File: config.mk
export PLATFORM = sky130hd
export DESIGN_NAME = srtf_preemptive_scheduler
export DESIGN_NICKNAME = d
export VERILOG_FILES = /design/src/hw/rtl/srtf_pkg.sv /design/src/hw/rtl/srtf_slot_table.sv /design/src/hw/rtl/srtf_preemptive_scheduler.sv
export SDC_FILE = /design/constraint.sdc
export NUM_CORES = 1
export LEC_CHECK = 0
export ABC_AREA = 1
export BUFFER_PORTS_ARGS = -buffer_cell sky130_fd_sc_hd__buf_4
export CELL_PAD_IN_SITES_DETAIL_PLACEMENT = 1
export CELL_PAD_IN_SITES_GLOBAL_PLACEMENT = 2
export CORE_MARGIN = 2
export CORE_UTILIZATION = 43
export CTS_CLUSTER_SIZE = 16
export DETAILED_ROUTE_END_ITERATION = 8
export GPL_ROUTABILITY_DRIVEN = 0
export PLACE_DENSITY_LB_ADDON = 0.1
export SETUP_SLACK_MARGIN = 0.3
export SLEW_MARGIN = 20
export SYNTH_ARGS = -nofsm -noshare
export SYNTH_HDL_FRONTEND = slang
export SYNTH_SLANG_ARGS = --single-unit
File: constraint.sdc
create_clock -name clk -period 6.2 [get_ports clk]
set_clock_uncertainty 0.2 [all_clocks]
set_input_delay 0.62 -clock clk [delete_from_list [all_inputs] [get_ports clk]]
set_output_delay 0.62 -clock clk [all_outputs]
set_load 0.005 [all_outputs]
File: src/hw/rtl/srtf_pkg.sv
// Shared types and constants for the shortest-remaining-time-first scheduler.
// Used by srtf_slot_table and srtf_preemptive_scheduler; no dependencies.
`timescale 1ns / 1ps
`default_nettype none

package srtf_pkg;

    localparam int TIME_W  = 16;
    localparam int BURST_W = 12;
    localparam int SUM_W   = 19;
    localparam int COUNT_W = 4;
    localparam int RSLOT_W = 3;

    localparam logic [1:0] ACT_LOAD  = 2'd0;
    localparam logic [1:0] ACT_TICK  = 2'd1;
    localparam logic [1:0] ACT_CLEAR = 2'd2;

    localparam logic [TIME_W-1:0]  TIME_MAX  = '1;
    localparam logic [COUNT_W-1:0] COUNT_MAX = '1;

    typedef enum logic [2:0] {
        ST_IDLE,
        ST_SCAN,
        ST_DRAIN,
        ST_UPDATE,
        ST_TURN,
        ST_WAIT,
        ST_TOTAL,
        ST_DONE
    } state_t;

    typedef struct packed {
        logic [BURST_W-1:0] rem;
        logic [BURST_W-1:0] orig;
        logic [TIME_W-1:0]  arr;
    } entry_t;

    typedef struct packed {
        logic   en;
        entry_t entry;
    } table_wr_t;

    typedef struct packed {
        logic   live;
        entry_t entry;
    } table_rd_t;

endpackage

`default_nettype wire

File: src/hw/rtl/srtf_slot_table.sv
// Process slot table: one write port, one registered read port, per-slot live bits.
// Depends on srtf_pkg for the entry and port structs.
`timescale 1ns / 1ps
`default_nettype none

module srtf_slot_table #(
    parameter int NUM_SLOTS = 8
) (
    input  wire                          clk,
    input  wire                          rst_n,
    input  wire                          clear,
    input  srtf_pkg::table_wr_t          wr,
    input  wire [$clog2(NUM_SLOTS)-1:0]  waddr,
    input  wire [$clog2(NUM_SLOTS)-1:0]  raddr,
    output srtf_pkg::table_rd_t          rd
);

    srtf_pkg::entry_t       mem [NUM_SLOTS];
    logic [NUM_SLOTS-1:0]   live_reg;
    srtf_pkg::table_rd_t    rd_reg;

    always_ff @(posedge clk or negedge rst_n)
    begin
        if (!rst_n)
        begin
            live_reg <= '0;
        end
        else if (clear)
        begin
            live_reg <= '0;
        end
        else if (wr.en)
        begin
            live_reg[waddr] <= 1'b1;
        end
    end

    always_ff @(posedge clk)
    begin
        if (wr.en)
        begin
            mem[waddr] <= wr.entry;
        end
    end

    always_ff @(posedge clk)
    begin
        rd_reg.entry <= mem[raddr];
        rd_reg.live  <= live_reg[raddr];
    end

    assign rd = rd_reg;

endmodule

`default_nettype wire

File: src/hw/rtl/srtf_preemptive_scheduler.sv
// Top level of the preemptive shortest-remaining-time-first scheduler.
// Depends on srtf_pkg and srtf_slot_table.
//
// Usage:
//   Drive action, slot, arrival and burst and raise start; the beat is taken
//   on a rising edge with start high and busy low. busy stays high until the
//   result has been shown. Every beat gives exactly one result, shown for one
//   cycle with done high; the receiver cannot stall it and must take it then.
//   Load, clear and the unused action code go from idle straight to done.
//   A tick scans the slot table one entry per cycle through a single
//   registered read port and one compare unit, then passes drain and
//   update, plus turn, wait and total when the running slot completes
//   (turnaround, waiting and the two totals go through one subtract/add step each).
//   A new beat can be accepted in the cycle after done.
//   Reset, or a clear beat, empties the table (per-slot live bits drop at
//   once), and zeroes time, segment tracking and totals; no sweep is needed.
//   Time saturates at its maximum, totals and the completion count saturate.
`timescale 1ns / 1ps
`default_nettype none

module srtf_preemptive_scheduler #(
    parameter int NUM_SLOTS = 8
) (
    input  wire                                 clk,
    input  wire                                 rst_n,
    input  wire                                 start,
    output logic                                busy,
    output logic                                done,
    input  wire [1:0]                           action,
    input  wire [srtf_pkg::RSLOT_W-1:0]         slot,
    input  wire [srtf_pkg::TIME_W-1:0]          arrival,
    input  wire [srtf_pkg::BURST_W-1:0]         burst,
    output logic                                run_valid,
    output logic [srtf_pkg::RSLOT_W-1:0]        run_slot,
    output logic                                new_segment,
    output logic [srtf_pkg::TIME_W-1:0]         segment_start,
    output logic                                finished,
    output logic [srtf_pkg::TIME_W-1:0]         finish_time,
    output logic [srtf_pkg::TIME_W-1:0]         turnaround,
    output logic [srtf_pkg::TIME_W-1:0]         waiting,
    output logic [srtf_pkg::SUM_W-1:0]          total_turnaround,
    output logic [srtf_pkg::SUM_W-1:0]          total_waiting,
    output logic [srtf_pkg::COUNT_W-1:0]        finished_count
);

    localparam int IW = $clog2(NUM_SLOTS);
    localparam logic [IW-1:0] LAST_IDX = IW'(NUM_SLOTS - 1);

    srtf_pkg::state_t state_reg, state_next;

    logic [IW-1:0]                   scan_idx_reg;
    logic [IW-1:0]                   cmp_idx_reg;
    logic                            cmp_vld_reg;
    logic                            found_reg;
    logic [IW-1:0]                   best_idx_reg;
    srtf_pkg::entry_t                best_reg;

    logic [srtf_pkg::TIME_W-1:0]     now_reg;
    logic [srtf_pkg::RSLOT_W-1:0]    last_slot_reg;
    logic                            last_valid_reg;
    logic [srtf_pkg::SUM_W-1:0]      sum_tat_reg;
    logic [srtf_pkg::SUM_W-1:0]      sum_wt_reg;
    logic [srtf_pkg::COUNT_W-1:0]    count_reg;

    logic                            res_run_valid_reg;
    logic [srtf_pkg::RSLOT_W-1:0]    res_run_slot_reg;
    logic                            res_new_seg_reg;
    logic [srtf_pkg::TIME_W-1:0]     res_seg_start_reg;
    logic                            res_finished_reg;
    logic [srtf_pkg::TIME_W-1:0]     res_finish_time_reg;
    logic [srtf_pkg::TIME_W-1:0]     res_tat_reg;
    logic [srtf_pkg::TIME_W-1:0]     res_wt_reg;

    logic                            accept;
    logic                            load_ok;
    logic                            table_clear;
    srtf_pkg::table_wr_t             tbl_wr;
    logic [IW-1:0]                   tbl_waddr;
    srtf_pkg::table_rd_t             tbl_rd;

    logic                            candidate;
    logic [srtf_pkg::TIME_W-1:0]     now_inc;
    logic [srtf_pkg::SUM_W:0]        tat_sum;
    logic [srtf_pkg::SUM_W:0]        wt_sum;

    assign accept  = start && !busy;
    assign load_ok = (32'(slot) < 32'(NUM_SLOTS));
    assign table_clear = accept && (action == srtf_pkg::ACT_CLEAR);

    srtf_slot_table #(
        .NUM_SLOTS (NUM_SLOTS)
    ) u_table (
        .clk   (clk),
        .rst_n (rst_n),
        .clear (table_clear),
        .wr    (tbl_wr),
        .waddr (tbl_waddr),
        .raddr (scan_idx_reg),
        .rd    (tbl_rd)
    );

    // table write: load beat or decrement of the picked slot
    always_comb
    begin
        tbl_wr    = '0;
        tbl_waddr = best_idx_reg;
        if (state_reg == srtf_pkg::ST_IDLE)
        begin
            tbl_waddr          = IW'(slot);
            tbl_wr.en          = accept && (action == srtf_pkg::ACT_LOAD) && load_ok;
            tbl_wr.entry.rem   = burst;
            tbl_wr.entry.orig  = burst;
            tbl_wr.entry.arr   = arrival;
        end
        else if (state_reg == srtf_pkg::ST_UPDATE)
        begin
            tbl_wr.en          = found_reg;
            tbl_wr.entry.rem   = best_reg.rem - srtf_pkg::BURST_W'(1);
            tbl_wr.entry.orig  = best_reg.orig;
            tbl_wr.entry.arr   = best_reg.arr;
        end
    end

    // shared compare unit
    assign candidate = cmp_vld_reg && tbl_rd.live
                       && (tbl_rd.entry.rem != '0)
                       && (tbl_rd.entry.arr <= now_reg)
                       && (!found_reg || (tbl_rd.entry.rem < best_reg.rem));

    assign now_inc = (now_reg == srtf_pkg::TIME_MAX) ? now_reg
                                                     : now_reg + srtf_pkg::TIME_W'(1);
    assign tat_sum = {1'b0, sum_tat_reg} + (srtf_pkg::SUM_W + 1)'(res_tat_reg);
    assign wt_sum  = {1'b0, sum_wt_reg} + (srtf_pkg::SUM_W + 1)'(res_wt_reg);

    // next state
    always_comb
    begin
        state_next = state_reg;
        unique case (state_reg)
            srtf_pkg::ST_IDLE:
            begin
                if (accept)
                begin
                    state_next = (action == srtf_pkg::ACT_TICK) ? srtf_pkg::ST_SCAN
                                                                 : srtf_pkg::ST_DONE;
                end
            end
            srtf_pkg::ST_SCAN:
            begin
                if (scan_idx_reg == LAST_IDX)
                begin
                    state_next = srtf_pkg::ST_DRAIN;
                end
            end
            srtf_pkg::ST_DRAIN:  state_next = srtf_pkg::ST_UPDATE;
            srtf_pkg::ST_UPDATE:
            begin
                state_next = (found_reg && (best_reg.rem == srtf_pkg::BURST_W'(1)))
                             ? srtf_pkg::ST_TURN : srtf_pkg::ST_DONE;
            end
            srtf_pkg::ST_TURN:   state_next = srtf_pkg::ST_WAIT;
            srtf_pkg::ST_WAIT:   state_next = srtf_pkg::ST_TOTAL;
            srtf_pkg::ST_TOTAL:  state_next = srtf_pkg::ST_DONE;
            srtf_pkg::ST_DONE:   state_next = srtf_pkg::ST_IDLE;
            default:             state_next = srtf_pkg::ST_IDLE;
        endcase
    end

    // outputs of the sequencer
    always_comb
    begin
        busy = (state_reg != srtf_pkg::ST_IDLE);
        done = (state_reg == srtf_pkg::ST_DONE);
    end

    always_ff @(posedge clk or negedge rst_n)
    begin
        if (!rst_n)
        begin
            state_reg      <= srtf_pkg::ST_IDLE;
            cmp_vld_reg    <= 1'b0;
            found_reg      <= 1'b0;
            scan_idx_reg   <= '0;
            now_reg        <= '0;
            last_slot_reg  <= '0;
            last_valid_reg <= 1'b0;
            sum_tat_reg    <= '0;
            sum_wt_reg     <= '0;
            count_reg      <= '0;
        end
        else
        begin
            state_reg   <= state_next;
            cmp_vld_reg <= (state_reg == srtf_pkg::ST_SCAN);
            if (candidate)
            begin
                found_reg <= 1'b1;
            end
            unique case (state_reg)
                srtf_pkg::ST_IDLE:
                begin
                    scan_idx_reg <= '0;
                    found_reg    <= 1'b0;
                    if (table_clear)
                    begin
                        now_reg        <= '0;
                        last_slot_reg  <= '0;
                        last_valid_reg <= 1'b0;
                        sum_tat_reg    <= '0;
                        sum_wt_reg     <= '0;
                        count_reg      <= '0;
                    end
                end
                srtf_pkg::ST_SCAN:
                begin
                    if (scan_idx_reg != LAST_IDX)
                    begin
                        scan_idx_reg <= scan_idx_reg + IW'(1);
                    end
                end
                srtf_pkg::ST_UPDATE:
                begin
                    now_reg        <= now_inc;
                    last_valid_reg <= found_reg;
                    if (found_reg)
                    begin
                        last_slot_reg <= srtf_pkg::RSLOT_W'(best_idx_reg);
                    end
                end
                srtf_pkg::ST_WAIT:
                begin
                    sum_tat_reg <= tat_sum[srtf_pkg::SUM_W] ? '1
                                                            : tat_sum[srtf_pkg::SUM_W-1:0];
                end
                srtf_pkg::ST_TOTAL:
                begin
                    sum_wt_reg <= wt_sum[srtf_pkg::SUM_W] ? '1
                                                          : wt_sum[srtf_pkg::SUM_W-1:0];
                    if (count_reg != srtf_pkg::COUNT_MAX)
                    begin
                        count_reg <= count_reg + srtf_pkg::COUNT_W'(1);
                    end
                end
                default:
                begin
                end
            endcase
        end
    end

    // payload: best pick and result fields
    always_ff @(posedge clk)
    begin
        cmp_idx_reg <= scan_idx_reg;
        if (candidate)
        begin
            best_reg     <= tbl_rd.entry;
            best_idx_reg <= cmp_idx_reg;
        end
        unique case (state_reg)
            srtf_pkg::ST_IDLE:
            begin
                if (accept)
                begin
                    res_run_valid_reg   <= 1'b0;
                    res_run_slot_reg    <= '0;
                    res_new_seg_reg     <= 1'b0;
                    res_seg_start_reg   <= '0;
                    res_finished_reg    <= 1'b0;
                    res_finish_time_reg <= '0;
                    res_tat_reg         <= '0;
                    res_wt_reg          <= '0;
                end
            end
            srtf_pkg::ST_UPDATE:
            begin
                res_seg_start_reg <= now_reg;
                if (found_reg)
                begin
                    res_run_valid_reg <= 1'b1;
                    res_run_slot_reg  <= srtf_pkg::RSLOT_W'(best_idx_reg);
                    res_new_seg_reg   <= !last_valid_reg
                                         || (last_slot_reg != srtf_pkg::RSLOT_W'(best_idx_reg));
                    res_finished_reg  <= (best_reg.rem == srtf_pkg::BURST_W'(1));
                end
            end
            srtf_pkg::ST_TURN:
            begin
                res_finish_time_reg <= now_reg;
                res_tat_reg <= (now_reg >= best_reg.arr) ? now_reg - best_reg.arr : '0;
            end
            srtf_pkg::ST_WAIT:
            begin
                res_wt_reg <= (res_tat_reg >= srtf_pkg::TIME_W'(best_reg.orig))
                              ? res_tat_reg - srtf_pkg::TIME_W'(best_reg.orig) : '0;
            end
            default:
            begin
            end
        endcase
    end

    assign run_valid        = res_run_valid_reg;
    assign run_slot         = res_run_slot_reg;
    assign new_segment      = res_new_seg_reg;
    assign segment_start    = res_seg_start_reg;
    assign finished         = res_finished_reg;
    assign finish_time      = res_finish_time_reg;
    assign turnaround       = res_tat_reg;
    assign waiting          = res_wt_reg;
    assign total_turnaround = sum_tat_reg;
    assign total_waiting    = sum_wt_reg;
    assign finished_count   = count_reg;

    a_done_pulse: assert property (@(posedge clk) disable iff (!rst_n)
        done |=> !done)
        else $error("done held longer than one cycle");

    a_busy_ends_after_done: assert property (@(posedge clk) disable iff (!rst_n)
        $fell(busy) |-> $past(done))
        else $error("busy dropped without a result");

    a_finish_needs_run: assert property (@(posedge clk) disable iff (!rst_n)
        (done && finished) |-> run_valid)
        else $error("completion reported on an idle tick");

    a_tick_scans: assert property (@(posedge clk) disable iff (!rst_n)
        (accept && (action == srtf_pkg::ACT_TICK)) |=> (busy && !done))
        else $error("tick result shown before the scan");

    a_scan_in_range: assert property (@(posedge clk) disable iff (!rst_n)
        (state_reg == srtf_pkg::ST_SCAN) |-> (32'(scan_idx_reg) < 32'(NUM_SLOTS)))
        else $error("scan index beyond the table");

endmodule

`default_nettype wire

==> results of run 1 <==
## metal layers
metal  GRT usage (%)  up-vias  part of all wire (%)
met5               0        -                     0
met4           6.059        0                   2.2
met3           3.275      109                   3.8
met2           42.14      364                    49
met1           33.05     9715                    45
li1                -     9191                     -
## area by class of cell
cell class / count / area, sq um
Inverter: 245 / 934.6
Clock buffer: 77 / 1595
Sequential cell: 555 / 15840
Clock inverter: 33 / 365.4
Timing Repair Buffer: 166 / 1261
Multi-Input combinational cell: 1730 / 8758
Antenna cell: 1 / 2.502
Fill cell: 6669 / 30280
Tap cell: 782 / 978.4
## synthesized netlist by cell type (30+ instances only)
| master | number | share of area, % |
|---|---|---|
| sky130_fd_sc_hd__clkbuf_1 | 43 | 0.62 |
| sky130_fd_sc_hd__ha_1 | 93 | 4.5 |
| sky130_fd_sc_hd__inv_1 | 240 | 3.5 |
| sky130_fd_sc_hd__o22ai_1 | 60 | 1.4 |
| sky130_fd_sc_hd__nand2_1 | 505 | 7.3 |
| sky130_fd_sc_hd__buf_2 | 30 | 0.58 |
| sky130_fd_sc_hd__nand3_1 | 104 | 2.0 |
| sky130_fd_sc_hd__o21ai_0 | 228 | 4.4 |
| sky130_fd_sc_hd__dfrtp_1 | 78 | 7.5 |
| sky130_fd_sc_hd__edfxtp_1 | 433 | 50 |
| sky130_fd_sc_hd__a21oi_1 | 96 | 1.9 |
| sky130_fd_sc_hd__a31oi_1 | 46 | 1.1 |
| sky130_fd_sc_hd__nor2_1 | 452 | 6.5 |
| sky130_fd_sc_hd__dfxtp_1 | 44 | 3.4 |
## report_power, final
part           leakage [nW]  internal (W)  switching, W
clock network         0.962       0.00207       0.00150
registers              5.36       0.00497      0.000532
logic                  5.99       0.00170       0.00337
total                  12.3       0.00874       0.00540
## placed cells by master, fill, tap and decap left out, drive strengths merged, types with 27 or more instances in the layout
cell type  instances
nand2            511
nor2             463
edfxtp           433
inv              243
o21ai            239
buf              165
nand3            107
a21oi            100
ha                93
dfrtp             78
clkbuf            77
o22ai             60
a31oi             46
dfxtp             44
clkinv            28
nor3              27
## metrics by stage
stage	area (sq um)	std cells	hold WS (ns)	setup WS [ns]
2_1_floorplan	25930	2620	0.1244	2.470
3_3_place_gp	27740	3477	0.1869	3.077
3_5_place_dp	27760	3477	0.1902	2.990
4_1_cts	29730	3588	0.2044	2.987
5_1_grt	29730	3588	0.2069	2.801
6_report	29740	3589	0.2050	3.018
## logic make-up (layout without fill, tap and decap cells)
kind of cell               count (synthesis)  after routing  share of synthesized area, %
AOI/OAI and AO/OA                        465            465                         9.813
xor gates and xnor gates                  42             42                         1.418
adders and majority gates                 97             97                         4.795
buffers and inverters                    335            521                         5.230
DFF                                      555            555                         61.06
muxes                                      1              1                       0.03860
other                                      0              1                             0
and+or+nand+nor                         1125           1125                         17.65
## worst paths after layout
check	endpoint	cells after the start	slack, ns
min in group asynchronous	total_turnaround[15]	2	0.33
max	best_reg[8]	12	3.02
max reg2reg	best_reg[8]	12	3.02
min	best_idx_reg[2]	0	0.21
min reg2reg	best_idx_reg[2]	0	0.21
max in group asynchronous	scan_idx_reg[0]	3	4.30
==> impl_summary.txt, run 1 <==
----------------------------------------------------
[Synthesis]
  Share of flip-flops with an asynchronous set or reset after synthesis ... 14.05%
  Synth Net Count ... 2753
  Yosys warning total ... 0
  EDFF count, synth ... 433
  Post-synthesis cell type count ... 47
  Synth Flop Type ... sky130_fd_sc_hd__edfxtp_1
  Portion of the post-synthesis area used by sequential elements ... 61.06%
  Summed instance area of the synthesized netlist ... 25930 sq um
  Avg Cell Area, Syn ... 9.899 sq um
  Cell count after synthesis ... 2620
  FF+latch count, synth ... 555

[Clocking]
  H-tree level count ... 2
  Clock tree from TritonCTS ... built
  Buffer levels on the longest clock path ... 3
  CTS clock-pin slew for the worst setup and hold paths ... 0.06 ns
  TritonCTS Sinks ... 555
  Hold_buf cts ... 1
  Cells resized by post-CTS repair ... 0
  CTS root buf ... sky130_fd_sc_hd__clkbuf_16
  Number of buffers inserted during clock tree synthesis ... 59
  Clock latency on the worst-skew pair ... 0.63 ns
  Post-CTS setup buffer count ... 0

[Critical path]
  Critical path data arrival time ... 3.26 ns
  Largest driver fanout on the critical path ... 26
  Data required, critical path ... 6.28 ns
  Max stage delay cell, worst path ... sky130_fd_sc_hd__dfrtp_1
  Worst-path cell chain ... inv_1 -> ha_1 -> nand2_1 -> inv_1 -> o21ai_0 -> a21oi_1 -> nor2_1 -> nand2_1 -> nand2_1 -> nand2_1 -> nor2_4 -> buf_4
  Beginning of the critical path ... now_reg[11]
  Worst Setup End Kind ... flip-flop
  RR Startpoint ... now_reg[11]
  Most common cell on crit path ... sky130_fd_sc_hd__nand2_1
  Nature of the critical path startpoint ... flip-flop
  Delay of the slowest cell on the worst path ... 0.49 ns
  Buf+Inv Stages, Crit Path ... 3
  Kind of critical path ... reg -> reg
  Kind of cell adding the most delay to the critical path ... simple AND/OR/NAND/NOR gates

[Route]
  Detailed-route vias per instance ... 5.400
  Drt pass-1 iters ... 5
  Total routed wirelength ... 77060 um
  Count of vias placed by the detailed router ... 19.38k
  Remaining antenna violation count ... 0
  Detailed Route Iter0 Violations ... 1186
  Drc violations ... 0
  Detailed-route wire length per cell ... 21.47 um

[Die]
  Width of the die ... 249.6 um
  Die area ... 62300 sq um
  Floorplan die height ... 249.6 um
  Io pins ... 150
  Number of standard-cell rows in the floorplan ... 90
  Core Footprint ... 60020 sq um
  Starting Density ... 43.21%

[Timing]
  Worst slew pin tran ... 1.169 ns
  Remaining max-slew budget at the tightest pin ... 21.24%
  Final number of max-transition violations ... 0
  Setup TNS ... 0 ns
  Fmax achieved ... 0.3143 GHz
  Setup repair after global routing missed its margin ... no
  Hold violation total from the final report ... 0
  Share of the cycle needed by the critical path after routing ... 51.32%
  Final critical-path required period ... 3.182 ns
  Number of setup violations in the final report ... 0

[GRT]
  Total overflow reported by the global router ... 0
  Initial antenna violation count ... 1
  Largest net degree at the start of global routing ... 90
  Total global-route track usage ... 24.56%
  First-pass GRT wire length ... 118100 um
  Via count of the first global-routing pass ... 20.09k

[Run]
  Number of maximum-capacitance violations ... 0

[Placed design]
  Count of buffers inserted at the top-level ports ... 149
  DPL Wire Length ... 53420 um

[Finish]
  Post-Route Utilization ... 49.54%
  Fin nets ... 2890
  Max FFs per register ... 320
  Area growth, synth to finish ... 14.66%
  Proportion of layout cells with a drive suffix above 1 ... 10.76%

[Status]
  Result of the run ... completed

[Power]
  Ratio of total power to cell area ... 475.6 nW/um^2
  Peak supply drop ... 0.3259 mV
  Leak Pwr ... 12.31 nW
  Sum of internal, switching and leakage power ... 0.01414 W

[Worst hold path]
  Type of the worst min-delay path ... reg -> reg
  Startpoint of the lowest-slack hold path ... cmp_idx_reg[2]

----------------------------------------------------
Note: power is estimated with default switching activity, not from simulation.
==> run 2: changes to the inputs <==
CORE_UTILIZATION = 36   (was 43)
clock period = 2.9 ns   (was 6.2 ns; I/O delays follow)
==> run 2 against run 1 <==
  * Setup slack got worse by 2.6 ns
  * Cell count increased by 7.4%
  * Non-clock buffer count increased by 83
  * Largest cell class unchanged
  * Die area increased by 19%
==> impl_summary.txt, run 2 (synthesis gave the netlist of run 1 again) <==
----------------------------------------------------
[Finish]
  Fin nets ... 2984 (was 2890)
  Max FFs per register ... 320 (unchanged)
  Post-Route Utilization ... 43.91% (was 49.54%)
  Layout Cell Area excl Fill ... 31330 sq um (was 29740 sq um)
  Most frequent cells in the layout ... 502 x sky130_fd_sc_hd__nand2_1, 443 x sky130_fd_sc_hd__nor2_1, 433 x sky130_fd_sc_hd__edfxtp_1 (was 505 x sky130_fd_sc_hd__nand2_1, 451 x sky130_fd_sc_hd__nor2_1, 433 x sky130_fd_sc_hd__edfxtp_1)
  Filler Cells Inserted ... 7962 (was 6669)
  Ant diodes ... 0 (was 1)
  Most common library cell in the layout ignoring fill and taps ... sky130_fd_sc_hd__nand2_1 (unchanged)
  Proportion of layout cells with a drive suffix above 1 ... 14.87% (was 10.76%)
  Total area of multi-input combinational cells ... 8899 sq um (was 8758 sq um)
  Register area ... 15840 sq um (about the same)
  Non-filler cells, final ... 3856 (was 3589)
  Area growth, synth to finish ... 20.81% (was 14.66%)

[Clocking]
  H-tree level count ... 3 (was 2)
  TritonCTS Sinks ... 555 (unchanged)
  CTS clock-pin slew for the worst setup and hold paths ... 0.06 ns (about the same)
  Clock latency on the worst-skew pair ... 0.62 ns (was 0.63 ns)
  CTS root buf ... sky130_fd_sc_hd__clkbuf_16 (unchanged)
  Number of buffers inserted during clock tree synthesis ... 67 (was 59)
  Clock tree from TritonCTS ... built (unchanged)
  Buffer levels on the longest clock path ... 3 (unchanged)

[Route]
  Drt pass-1 iters ... 4 (was 5)
  Detailed Route Iter0 Violations ... 1137 (was 1186)
  Total routed wirelength ... 81580 um (was 77060 um)
  Drc violations ... 0 (unchanged)
  Count of vias placed by the detailed router ... 19.52k (was 19.38k)
  Detailed-route wire length per cell ... 21.16 um (was 21.47 um)
  Detailed-route vias per instance ... 5.062 (was 5.400)
  Remaining antenna violation count ... 0 (unchanged)

[Timing]
  Setup repair after global routing missed its margin ... yes (was no)
  Hold violation total from the final report ... 0 (unchanged)
  Final critical-path required period ... 2.525 ns (was 3.182 ns)
  Worst slew pin tran ... 1.148 ns (was 1.169 ns)
  Setup TNS ... 0 ns (unchanged)
  Remaining max-slew budget at the tightest pin ... 22.64% (was 21.24%)
  Share of the cycle needed by the critical path after routing ... 87.08% (was 51.32%)
  Number of setup violations in the final report ... 0 (unchanged)
  Final number of max-transition violations ... 0 (unchanged)
  Fmax achieved ... 0.3960 GHz (was 0.3143 GHz)

[Placed design]
  Placement-stage cell area ... 28610 sq um (was 27760 sq um)
  Count of buffers inserted at the top-level ports ... 149 (unchanged)
  Number of placed instances, taps included ... 3698 (was 3477)
  DPL Wire Length ... 55610 um (was 53420 um)

[Die]
  Number of standard-cell rows in the floorplan ... 98 (was 90)
  Core Footprint ... 71360 sq um (was 60020 sq um)
  Width of the die ... 272.4 um (was 249.6 um)
  Floorplan die height ... 272.4 um (was 249.6 um)
  Die area ... 74200 sq um (was 62300 sq um)
  Starting Density ... 36.34% (was 43.21%)
  Io pins ... 150 (unchanged)

[Critical path]
  RR Startpoint ... now_reg[10] (was now_reg[11])
  Kind of critical path ... reg -> reg (unchanged)
  Nature of the critical path startpoint ... flip-flop (unchanged)
  Critical path data arrival time ... 2.63 ns (was 3.26 ns)
  Worst r2r dst ... best_reg[29] (was best_reg[8])
  R2r setup slk ... 0.37 ns (was 3.02 ns)
  Worst Setup End Kind ... flip-flop (unchanged)
  Data required, critical path ... 3.00 ns (was 6.28 ns)
  Depth of the worst register-to-register path ... 13 (was 12)
  Largest driver fanout on the critical path ... 12 (was 26)

[Worst hold path]
  Hold Path Cell Cnt ... 5 (was 0)
  Type of the worst min-delay path ... in -> reg (was reg -> reg)
  Startpoint of the lowest-slack hold path ... action[0] (was cmp_idx_reg[2])
  WHS Endpoint ... finished_count[3] (was best_idx_reg[2])

[GRT]
  First-pass GRT wire length ... 122900 um (was 118100 um)
  Via count of the first global-routing pass ... 20.35k (was 20.09k)
  Total overflow reported by the global router ... 0 (unchanged)
  Total global-route track usage ... 21.70% (was 24.56%)
  Largest net degree at the start of global routing ... 98 (was 90)
  Initial antenna violation count ... 0 (was 1)

[Power]
  Peak supply drop ... 0.4285 mV (was 0.3259 mV)
  Sum of internal, switching and leakage power ... 0.03171 W (was 0.01414 W)
  Leak Pwr ... 12.98 nW (was 12.31 nW)
  Ratio of total power to cell area ... 1012 nW/um^2 (was 475.6 nW/um^2)

[Status]
  Result of the run ... completed (unchanged)

[Run]
  Number of maximum-capacitance violations ... 0 (unchanged)

----------------------------------------------------
==> run 2: changes by cell type in the layout (fill, tap and decap cells not counted), moves of 5 or more <==
cell | before | now
sky130_fd_sc_hd__inv_1 | 230 | 225
sky130_fd_sc_hd__buf_12 | 1 | 23
sky130_fd_sc_hd__clkinv_2 | 18 | 9
sky130_fd_sc_hd__buf_4 | 164 | 215
sky130_fd_sc_hd__a21oi_1 | 96 | 87
sky130_fd_sc_hd__inv_2 | 7 | 17
sky130_fd_sc_hd__nor2_2 | 3 | 10
sky130_fd_sc_hd__clkbuf_16 | 60 | 71
sky130_fd_sc_hd__o21ai_0 | 218 | 213
sky130_fd_sc_hd__clkinvlp_4 | 1 | 7
sky130_fd_sc_hd__nor2_1 | 451 | 443
sky130_fd_sc_hd__a21oi_2 | 3 | 13
==> run 2: stage by stage <==
stage | hold WS [ns] | worst slack, ns
after floorplan | -0.2056 | 0.3227
after global placement | 0.1862 | 0.2330
after detailed placement | 0.1902 | 0.2065
after CTS | 0.05323 | 0.2742
after global routing | 0.09215 | 0.2492
final | 0.05335 | 0.3748
==> run 2: power by group <==
part           switching (W)  internal (W)  leakage [nW]  total [W]
Clock                0.00349       0.00498          1.07    0.00847
Sequential           0.00102        0.0106          5.35     0.0116
Combinational        0.00748       0.00412          6.56     0.0116
==> run 2: metal layers <==
layer  GRT usage (%)  routed length, um  up-vias
li1                -                  -     9390
met1           28.85              37230     9733
met2           37.21              40060      305
met3           2.989               2867       91
met4           5.654               1428        0
met5               0                  0        -
==> run 2: final cells by class <==
class,instances,share of cell area (%)
Clock buffer,89,5.846
Clock inverter,35,1.298
Multi-Input combinational cell,1733,28.40
Sequential cell,555,50.57
Tap cell,950,3.794
Inverter,245,2.955
Timing Repair Buffer,249,7.140
==> run 2: worst max-delay path, cell delays in order (launching register included) <==
cell and delay (ns):
sky130_fd_sc_hd__dfrtp_1 0.38, sky130_fd_sc_hd__inv_1 0.16, sky130_fd_sc_hd__ha_1 0.26, sky130_fd_sc_hd__nand2_1 0.08, sky130_fd_sc_hd__inv_1 0.06, sky130_fd_sc_hd__o21ai_1 0.08
sky130_fd_sc_hd__a21oi_1 0.09, sky130_fd_sc_hd__nor2_1 0.16, sky130_fd_sc_hd__nand2_1 0.09, sky130_fd_sc_hd__nand2_2 0.11, sky130_fd_sc_hd__nand2_2 0.09, sky130_fd_sc_hd__nor2_4 0.17
sky130_fd_sc_hd__buf_4 0.13, sky130_fd_sc_hd__buf_6 0.17
==> run 2: what timing repair did <==
item / in CTS / in global routing
pin swaps: 0 / 10
hold buffers: 4 / 0
endpoints found under the setup margin: 52 / 343
gates cloned: 1 / 5
setup buffers: 6 / 18
hold endpoints to repair: 54 / 0
gates resized for setup: 11 / 42
==> run 2: worst max-delay path by stage <==
| stage | cells past startpoint | end | from | slack [ns] |
|---|---|---|---|---|
| floorplan | 7 | u_table.mem[1][0] | state_reg[0] | 0.32 |
| global placement | 9 | waiting[0] | best_reg[16] | 0.23 |
| detailed placement | 9 | waiting[0] | best_reg[16] | 0.21 |
| CTS | 12 | best_reg[21] | now_reg[9] | 0.27 |
| global route | 8 | u_table.mem[2][22] | state_reg[0] | 0.25 |
| finish | 13 | best_reg[29] | now_reg[10] | 0.37 |
==> run 3: changes to the inputs <==
CORE_UTILIZATION = 35   (was 36)
REMOVE_ABC_BUFFERS = 1   (was default)
==> run 3 against run 2 <==
  * The run now ends with negative hold slack left
  * Routed wire length is 2.1% higher
  * First-iteration DRC count is 6.7% higher
  * Power is 1.3% lower
  * Cell count hardly changed
  * Clock power is 5.5% lower
  * Register-to-register slack hardly changed
  * Count of clock-buffer cells in the layout is 2 lower
  * Combinational power hardly changed
  * Final area is 0.74% lower
  * Non-clock buffer count is 1 lower
  * Setup slack better by 0.011 ns
==> impl_summary.txt, run 3 (synthesis gave the netlist of run 1 again) <==
----------------------------------------------------
[Critical path]
  Largest driver fanout on the critical path ... 19 (was 12)
  Nature of the critical path startpoint ... flip-flop (unchanged)
  Worst Setup End Kind ... flip-flop (unchanged)
  R2r setup slk ... 0.39 ns (was 0.37 ns)
  RR Startpoint ... now_reg[7] (was now_reg[10])
  Beginning of the critical path ... now_reg[7] (was now_reg[10])
  Data required, critical path ... 3.04 ns (was 3.00 ns)
  Depth of the worst register-to-register path ... 12 (was 13)
  Critical path data arrival time ... 2.66 ns (was 2.63 ns)
  Kind of critical path ... reg -> reg (unchanged)

[GRT]
  First-pass GRT wire length ... 126000 um (was 122900 um)
  Initial antenna violation count ... 1 (was 0)
  Total global-route track usage ... 21.48% (was 21.70%)
  Largest net degree at the start of global routing ... 64 (was 98)
  Via count of the first global-routing pass ... 20.66k (was 20.35k)
  Total overflow reported by the global router ... 0 (unchanged)

[Worst hold path]
  Startpoint of the lowest-slack hold path ... slot[2] (was action[0])
  Hold Path Cell Cnt ... 6 (was 5)
  Type of the worst min-delay path ... in -> reg (unchanged)

[Route]
  Drc violations ... 0 (unchanged)
  Count of vias placed by the detailed router ... 19.71k (was 19.52k)
  Detailed-route wire length per cell ... 21.60 um (was 21.16 um)
  Detailed Route Iter0 Violations ... 1213 (was 1137)
  Detailed-route vias per instance ... 5.114 (was 5.062)
  Remaining antenna violation count ... 0 (unchanged)
  Total routed wirelength ... 83290 um (was 81580 um)
  Drt pass-1 iters ... 5 (was 4)

[Timing]
  Number of setup violations in the final report ... 0 (unchanged)
  Fmax achieved ... 0.3977 GHz (was 0.3960 GHz)
  Share of the cycle needed by the critical path after routing ... 86.70% (was 87.08%)
  Final number of max-transition violations ... 0 (unchanged)
  Tightest hold margin ... -0.02142 ns (was 0.05335 ns)
  Final critical-path setup slack ... 0.3856 ns (was 0.3748 ns)
  Setup TNS ... 0 ns (unchanged)
  Hold violation total from the final report ... 1 (was 0)
  Final critical-path required period ... 2.514 ns (was 2.525 ns)
  Setup repair after global routing missed its margin ... no (was yes)
  Remaining max-slew budget at the tightest pin ... 36.17% (was 22.64%)
  Worst slew pin tran ... 0.9474 ns (was 1.148 ns)

[Power]
  Ratio of total power to cell area ... 1006 nW/um^2 (was 1012 nW/um^2)
  Leak Pwr ... 12.86 nW (was 12.98 nW)
  Peak supply drop ... 0.5892 mV (was 0.4285 mV)
  Sum of internal, switching and leakage power ... 0.03129 W (was 0.03171 W)

[Clocking]
  CTS root buf ... sky130_fd_sc_hd__clkbuf_16 (unchanged)
  Clock tree from TritonCTS ... built (unchanged)
  Buffer levels on the longest clock path ... 3 (unchanged)
  Number of buffers inserted during clock tree synthesis ... 61 (was 67)
  Clock latency on the worst-skew pair ... 0.65 ns (was 0.62 ns)
  H-tree level count ... 2 (was 3)
  CTS clock-pin slew for the worst setup and hold paths ... 0.06 ns (about the same)
  TritonCTS Sinks ... 555 (unchanged)

[Die]
  Core Footprint ... 73210 sq um (was 71360 sq um)
  Width of the die ... 276.2 um (was 272.4 um)
  Floorplan die height ... 276.2 um (was 272.4 um)
  Die area ... 76290 sq um (was 74200 sq um)
  Starting Density ... 35.43% (was 36.34%)
  Io pins ... 150 (unchanged)
  Number of standard-cell rows in the floorplan ... 99 (was 98)

[Finish]
  Post-Route Utilization ... 42.49% (was 43.91%)
  Non-filler cells, final ... 3855 (was 3856)
  Ant diodes ... 0 (unchanged)
  Max FFs per register ... 320 (unchanged)
  Most common library cell in the layout ignoring fill and taps ... sky130_fd_sc_hd__nand2_1 (unchanged)
  Proportion of layout cells with a drive suffix above 1 ... 14.88% (was 14.87%)
  Most frequent cells in the layout ... 501 x sky130_fd_sc_hd__nand2_1, 447 x sky130_fd_sc_hd__nor2_1, 433 x sky130_fd_sc_hd__edfxtp_1 (was 502 x sky130_fd_sc_hd__nand2_1, 443 x sky130_fd_sc_hd__nor2_1, 433 x sky130_fd_sc_hd__edfxtp_1)
  Area growth, synth to finish ... 19.92% (was 20.81%)
  Filler Cells Inserted ... 8174 (was 7962)
  Fin nets ... 2976 (was 2984)

[Placed design]
  Count of buffers inserted at the top-level ports ... 149 (unchanged)
  DPL Wire Length ... 56560 um (was 55610 um)
  Post-Place Worst Slack ... 0.1990 ns (was 0.2065 ns)
  Number of placed instances, taps included ... 3707 (was 3698)

[Status]
  Result of the run ... finished, violations left (was completed)
  Violations in the final reports ... negative hold slack

[Run]
  Number of maximum-capacitance violations ... 0 (unchanged)

----------------------------------------------------
-- run 3: cell types whose count changed in the layout (fill, tap and decap cells not counted), sizes merged --
cell	previous run	this run
buf	243	236
dlygate4sd3	4	10
clkinvlp	7	3
inv	247	244
clkbuf	91	89
a21oi	101	100
clkinv	21	22
-- run 3: metal layers --
layer	share of wire, %	wire length [um]	GRT usage [%]
met1	47	38990	29.41
met2	47	39420	36.00
met3	3.7	3115	2.882
met4	2.1	1757	5.478
met5	0	0	0
-- run 3: cell type report --
class | instances | area (sq um) | share of cell area (%)
sequential | 555 | 15850 | 50.96
multi-input combinational | 1732 | 8884 | 28.56
timing repair buffer | 248 | 2138 | 6.875
clock buffer | 87 | 1754 | 5.640
tap | 959 | 1200 | 3.858
inverter | 245 | 932.1 | 2.997
clock inverter | 29 | 344.1 | 1.106
-- run 3: final timing paths --
check                                       end
min in group asynchronous  total_turnaround[15]
max in group asynchronous           now_reg[12]
hold / removal              u_table.live_reg[1]
setup reg to reg                    best_reg[2]
setup / recovery                    best_reg[2]
hold reg to reg                    best_reg[24]
-- run 3: report_power, final --
group	internal (W)	switching [W]
registers	0.0106	0.00106
clock network	0.00467	0.00333
logic	0.00406	0.00756
total	0.0193	0.0119
-- run 3: worst max-delay path, stage by stage, from the launching register on --
cell and delay (ns):
sky130_fd_sc_hd__dfrtp_2 0.46, sky130_fd_sc_hd__inv_2 0.14, sky130_fd_sc_hd__ha_1 0.26, sky130_fd_sc_hd__a21oi_1 0.15, sky130_fd_sc_hd__o21a_1 0.15, sky130_fd_sc_hd__nand2_1 0.07, sky130_fd_sc_hd__nand2_1 0.06, sky130_fd_sc_hd__nand2_1 0.06
sky130_fd_sc_hd__nand2_2 0.10, sky130_fd_sc_hd__nand2_2 0.08, sky130_fd_sc_hd__nor2_4 0.15, sky130_fd_sc_hd__buf_12 0.15, sky130_fd_sc_hd__buf_12 0.18
-- run 3: through the flow --
stage / hold slack [ns] / cell area, sq um
final: -0.02142 / 31100
after global routing: 0.03012 / 31100
after CTS: 0.01506 / 30780
after detailed placement: 0.1902 / 28550
after global placement: 0.1898 / 28550
after floorplan: -0.2056 / 25500
-- run 3: what timing repair did --
action	4_1_cts	5_1_grt
gates cloned	0	4
hold buffers	10	0
endpoints found under the setup margin	59	315
setup buffers	1	17
resized for setup	9	60
endpoints found under the hold margin	91	0
pin swaps	0	7
